$ cat src/hdl/tlptm_pkg.sv
// ----------------------------------------------------------------------------
// tlptm_pkg
// Shared constants, codes and control structs of the page table mapper.
// ----------------------------------------------------------------------------
`default_nettype none

package tlptm_pkg;

    localparam int unsigned NUM_FRAMES_DEF    = 16;
    localparam int unsigned ENTRIES_PER_TABLE = 1024;
    localparam int unsigned IDX_W             = 10;
    localparam int unsigned PAGE_SHIFT        = 12;
    localparam int unsigned PFN_W             = 20;
    localparam int unsigned WORD_W            = 32;

    // entry flag positions
    localparam int unsigned BIT_P  = 0;
    localparam int unsigned BIT_RW = 1;
    localparam int unsigned BIT_US = 2;

    // remainder unit: 9 bits hold any remainder below 256 shifted by one
    localparam int unsigned MOD_W     = 9;
    // base reduction: quotient by reciprocal multiply, then the remainder
    localparam int unsigned MOD_STEPS = 2;
    localparam int unsigned MOD_CNT_W = 1;

    typedef enum logic [1:0] {
        CMD_MAP   = 2'd0,
        CMD_UNMAP = 2'd1,
        CMD_INIT  = 2'd2
    } t_cmd;

    typedef enum logic [1:0] {
        ST_DONE     = 2'd0,
        ST_NO_TABLE = 2'd1,
        ST_NO_FRAME = 2'd2
    } t_status;

    typedef enum logic [2:0] {
        RES_EMPTY    = 3'd0,
        RES_NO_TABLE = 3'd1,
        RES_NO_FRAME = 3'd2,
        RES_MAP      = 3'd3,
        RES_UNMAP    = 3'd4
    } t_res;

    typedef struct packed {
        logic capture;
        logic dir_rd;
        logic mod_start;
        logic mod_step;
        logic alloc;
        logic zero_wr;
        logic dir_wr;
        logic tbl_wr_map;
        logic tbl_rd;
        logic tbl_wr_unmap;
        logic clr_wr;
        logic init_alloc;
        logic set_res;
        t_res res;
        logic load_out;
    } t_dp_cmd;

    typedef struct packed {
        logic is_map;
        logic is_unmap;
        logic is_init;
        logic dir_present;
        logic alloc_empty;
        logic mod_last;
        logic sweep_last;
        logic clr_last;
        logic out_busy;
    } t_dp_sts;

    // Four steps of long division remainder, one nibble of dividend, MSB first.
    function automatic logic [MOD_W-1:0] mod_nibble(input logic [MOD_W-1:0] rem,
                                                    input logic [3:0]       nib,
                                                    input logic [MOD_W-1:0] div);
        logic [MOD_W-1:0] r;
        r = rem;
        for (int k = 3; k >= 0; k--) begin
            r = {r[MOD_W-2:0], nib[k]};
            if (r >= div) begin
                r = r - div;
            end
        end
        return r;
    endfunction

endpackage

`default_nettype wire

$ cat src/hdl/tlptm_ctrl.sv
// ----------------------------------------------------------------------------
// tlptm_ctrl
// Sequencer: walks one command through directory read, frame reduction,
// table allocation and entry writes, and issues datapath commands.
// ----------------------------------------------------------------------------
`default_nettype none

module tlptm_ctrl
    import tlptm_pkg::*;
(
    input  logic    i_clk,
    input  logic    i_rst_n,
    input  logic    i_in_valid,
    output logic    o_in_ready,
    input  t_dp_sts i_sts,
    output t_dp_cmd o_ctl
);

    typedef enum logic [10:0] {
        S_CLR  = 11'b000_0000_0001,
        S_IDLE = 11'b000_0000_0010,
        S_DEC  = 11'b000_0000_0100,
        S_DCHK = 11'b000_0000_1000,
        S_MOD  = 11'b000_0001_0000,
        S_ZERO = 11'b000_0010_0000,
        S_DWR  = 11'b000_0100_0000,
        S_TWR  = 11'b000_1000_0000,
        S_TRD  = 11'b001_0000_0000,
        S_UWR  = 11'b010_0000_0000,
        S_RESP = 11'b100_0000_0000
    } t_state;

    t_state r_state;
    t_state n_state;

    always_ff @(posedge i_clk) begin
        if (!i_rst_n) begin
            r_state <= S_CLR;
        end else begin
            r_state <= n_state;
        end
    end

    always_comb begin
        n_state    = r_state;
        o_ctl      = '0;
        o_ctl.res  = RES_EMPTY;
        o_in_ready = 1'b0;
        unique case (r_state)
            S_CLR: begin
                o_ctl.clr_wr = 1'b1;
                if (i_sts.clr_last) begin
                    n_state = S_IDLE;
                end
            end
            S_IDLE: begin
                o_in_ready = 1'b1;
                if (i_in_valid) begin
                    o_ctl.capture = 1'b1;
                    n_state       = S_DEC;
                end
            end
            S_DEC: begin
                if (i_sts.is_map || i_sts.is_unmap) begin
                    o_ctl.dir_rd = 1'b1;
                    n_state      = S_DCHK;
                end else begin
                    o_ctl.init_alloc = i_sts.is_init;
                    o_ctl.set_res    = 1'b1;
                    o_ctl.res        = RES_EMPTY;
                    n_state          = S_RESP;
                end
            end
            S_DCHK: begin
                if (i_sts.dir_present) begin
                    o_ctl.mod_start = 1'b1;
                    n_state         = S_MOD;
                end else if (i_sts.is_unmap) begin
                    o_ctl.set_res = 1'b1;
                    o_ctl.res     = RES_NO_TABLE;
                    n_state       = S_RESP;
                end else if (i_sts.alloc_empty) begin
                    o_ctl.set_res = 1'b1;
                    o_ctl.res     = RES_NO_FRAME;
                    n_state       = S_RESP;
                end else begin
                    o_ctl.alloc = 1'b1;
                    n_state     = S_ZERO;
                end
            end
            S_MOD: begin
                o_ctl.mod_step = 1'b1;
                if (i_sts.mod_last) begin
                    n_state = i_sts.is_map ? S_TWR : S_TRD;
                end
            end
            S_ZERO: begin
                o_ctl.zero_wr = 1'b1;
                if (i_sts.sweep_last) begin
                    n_state = S_DWR;
                end
            end
            S_DWR: begin
                o_ctl.dir_wr = 1'b1;
                n_state      = S_TWR;
            end
            S_TWR: begin
                o_ctl.tbl_wr_map = 1'b1;
                o_ctl.set_res    = 1'b1;
                o_ctl.res        = RES_MAP;
                n_state          = S_RESP;
            end
            S_TRD: begin
                o_ctl.tbl_rd = 1'b1;
                n_state      = S_UWR;
            end
            S_UWR: begin
                o_ctl.tbl_wr_unmap = 1'b1;
                o_ctl.set_res      = 1'b1;
                o_ctl.res          = RES_UNMAP;
                n_state            = S_RESP;
            end
            S_RESP: begin
                // hold until the output register is free or being drained
                if (!i_sts.out_busy) begin
                    o_ctl.load_out = 1'b1;
                    n_state        = S_IDLE;
                end
            end
            default: begin
                n_state = S_CLR;
            end
        endcase
    end

endmodule

`default_nettype wire

$ cat config.mk
export PLATFORM = sky130hd
export DESIGN_NAME = tlptm_ctrl
export DESIGN_NICKNAME = d
export VERILOG_FILES = /design/src/hdl/tlptm_pkg.sv /design/src/hdl/tlptm_ctrl.sv
export SDC_FILE = /design/constraint.sdc
export NUM_CORES = 1
export LEC_CHECK = 0
export BUFFER_PORTS_ARGS = -buffer_cell sky130_fd_sc_hd__buf_2
export CORE_ASPECT_RATIO = 1.1
export CORE_MARGIN = 5
export CORE_UTILIZATION = 44
export DETAILED_ROUTE_END_ITERATION = 8
export HOLD_SLACK_MARGIN = 0.05
export PLACE_DENSITY = 0.72
export SLEW_MARGIN = 20
export SYNTH_ARGS = -nofsm -noshare
export SYNTH_HDL_FRONTEND = slang
export SYNTH_SLANG_ARGS = --single-unit
$ cat constraint.sdc
create_clock -name i_clk -period 2.27 [get_ports i_clk]
set_clock_uncertainty 0.1 [all_clocks]
set_input_delay 0.454 -clock i_clk [delete_from_list [all_inputs] [get_ports i_clk]]
set_output_delay 0.454 -clock i_clk [all_outputs]
set_load 0.01 [all_outputs]
==> load_flow_metrics.sql <==
INSERT INTO impl_metrics (metric_group, metric, value, unit) VALUES
('floorplanning', 'die_area', '2910', 'µm²'),
('floorplanning', 'dieWidth', '51.9', 'µm'),
('finish', 'register_area', '244', 'µm²'),
('floorplanning', 'chipHeight', '56.1', 'µm'),
('global_route', 'antenna_found_initial', '0', ''),
('yosys', 'post_synth_inst_count', '114', ''),
('drt', 'remaining_drc_errors', '0', ''),
('yosys', 'synth_largest_type_area_fraction', '0.260', ''),
('setup_path', 'worst_ep_arrival_time', '1.77', 'ns'),
('place', 'placement.io_buffers', '29', ''),
('timing', 'min_tclk_post_route', '2.32', 'ns'),
('timing', 'grt_setup_unrepaired', 'true', ''),
('yosys', 'synth_edf_count', '0', ''),
('hold_path', 'hold_start', 'i_sts[8]', ''),
('setup_path', 'critical_path_class', 'flop to output pin', ''),
('yosys', 'yosysWarningCount', '0', ''),
('timing', 'finalSetupTns', '-0.104', 'ns'),
('run', 'max_cap_viol_count', '0', ''),
('floorplanning', 'floorplan.initialDensity', '0.471', ''),
('yosys', 'yosys.cell_count.top_type', 'nor2_1', ''),
('drt', 'post_detailed_route_wirelength_per_cell', '15.6', 'µm'),
('clock_tree', 'hold_buffers', '0', ''),
('setup_path', 'critical_path_required', '1.72', 'ns'),
('run_status', 'failed_checks', 'negative setup slack', ''),
('global_route', 'grt_overflow_total', '0', ''),
('setup_path', 'cp_max_fo', '3', ''),
('timing', 'maxSlewHeadroom', '0.742', ''),
('setup_path', 'r2r-start', 'r_state[8]', ''),
('global_route', 'wire_length_of_the_first_global_routing_pass', '4030', 'µm'),
('yosys', 'synth.cell_area', '848', 'µm²'),
('global_route', 'first_global_vias', '946', ''),
('timing', 'achievable-frequency', '431', 'MHz'),
('power_and_ir_drop', 'power.density', '390', 'nW/µm²'),
('finish', 'final.fill_count', '141', ''),
('yosys', 'postSynthNetCount', '126', ''),
('timing', 'maxSlewViolCount', '0', ''),
('yosys', 'yosys_register_bits', '11', ''),
('yosys', 'syn_avg_cell_area', '7.44', 'µm²'),
('power_and_ir_drop', 'power_leakage', '0.585', 'nW'),
('yosys', 'async_reset_ff_frac', '0', ''),
('timing', 'finalSetupViolCount', '3', ''),
('finish', 'layout_top_registers', 'r_state x11', ''),
('timing', 'period_share', '1.02', ''),
('finish', 'final_core_utilization', '0.706', ''),
('finish', 'multi_input_comb_area', '683', 'µm²'),
('yosys', 'dominant_cells_by_area_after_synthesis', 'dfxtp_1, nor2_1, nor3_1, nor2b_1, o21a_1', ''),
('clock_tree', 'worst_skew_pair_latency', '0.28', 'ns'),
('drt', 'drtIter0Drc', '30', ''),
('setup_path', 'critPathLaunch', 'r_state[7]', ''),
('finish', 'diodes', '0', ''),
('clock_tree', 'numCtsBuffers', '3', ''),
('setup_path', 'startpoint_type_of_the_worst_setup_path', 'flop', ''),
('finish', 'layout-area-overhead-vs-synth', '50.0', '%'),
('drt', 'routed-via-count', '1049', ''),
('timing', 'final_critical_path_setup_slack', '-0.0496', 'ns'),
('clock_tree', 'tritoncts', 'done', ''),
('clock_tree', 'cts.sinks', '11', ''),
('timing', 'hold_violations', '0', ''),
('yosys', 'yosys.cell_types.count', '39', ''),
('hold_path', 'class_of_the_worst_hold_path', 'input port to flop', ''),
('yosys', 'ys_seq_area_frac', '0.260', ''),
('setup_path', 'timing.critical_path.to_type', 'output pin', ''),
('finish', 'largest_register', 'r_state', ''),
('drt', 'via_per_inst', '6.03', ''),
('clock_tree', 'clk_root_buffer_cell', 'clkbuf_4', ''),
('yosys', 'synth_top_cells_by_count', 'nor2_1, dfxtp_1, nor3_1', ''),
('run_status', 'run_status', 'finished with violations', ''),
('place', 'gp_congestion', '0.868', ''),
('clock_tree', 'max_clock_buf_depth', '2', ''),
('yosys', 'synth_ff_type', 'dfxtp_1', ''),
('yosys', 'synth_top_cell_by_area', 'dfxtp_1', '');
## what timing repair did
item / 4_1_cts / 5_1_grt
setup endpoints to repair: 10 / 12
pin swaps: 7 / 5
setup buffers: 5 / 5
gates resized for setup: 14 / 24
## layer usage
layer | vias up | routed length (µm) | track usage
met5 | - | 0 | 0
met4 | 0 | 30 | 0.0674
met3 | 6 | 158 | 0.0402
met2 | 47 | 1380 | 0.289
met1 | 496 | 1150 | 0.224
li1 | 500 | - | -
## worst max-delay path: stages, from the launching register on
cell,delay (ns)
dfxtp_4,0.35
nor4_4,0.30
nand3_2,0.10
or3_4,0.42
nor2_4,0.09
a21o_1,0.11
buf_2,0.12
## final cells by class
type / count / share of cell area
Multi-Input combinational cell: 91 / 0.537
Timing Repair Buffer: 43 / 0.212
Sequential cell: 11 / 0.192
Clock buffer: 4 / 0.0206
Inverter: 7 / 0.0206
Tap cell: 18 / 0.0177
## worst paths after layout
path,to,slack [ns],cells after the start
max,o_ctl[2],-0.05,6
min,r_state[8],0.30,2
max reg2reg,r_state[0],0.51,4
min reg2reg,r_state[6],0.58,2
## through the flow
stage               instances  area (µm²)  power, W  hold WS [ns]  setup slack (ns)
detailed placement        161        1030  0.000327         0.566            0.0555
finish                    174        1270  0.000496         0.305           -0.0496
global placement          161        1030  0.000325         0.547             0.140
floorplan                 114         848  0.000281         0.432             0.206
CTS                       170        1130  0.000465         0.307           -0.0491
global route              174        1270  0.000519         0.304            -0.131
## cells by family after synthesis
logic type	Yosys count	synth area share
simple gates	68	0.499
compound gates	21	0.165
buf+inv	12	0.0561
flops	11	0.260
xor+xnor	2	0.0207
## power by group
part	switching, W	internal (W)	total, W
registers	0.0000108	0.000196	0.000207
logic	0.0000768	0.0000759	0.000153
clock network	0.0000676	0.0000682	0.000136
total	0.000155	0.000341	0.000496
## cell usage in the layout, fill, tap and decap left out, types with 4 or more instances in the layout
cell	n
buf_2	27
buf_4	12
buf_6	4
o21a_1	4
dfxtp_2	4
nand2_1	5
nor2_1	13
nor2b_1	5
o21ai_0	5
inv_1	7
nor3_1	7
a21oi_1	4
dfxtp_4	5
(Power assumes the default switching activity.)
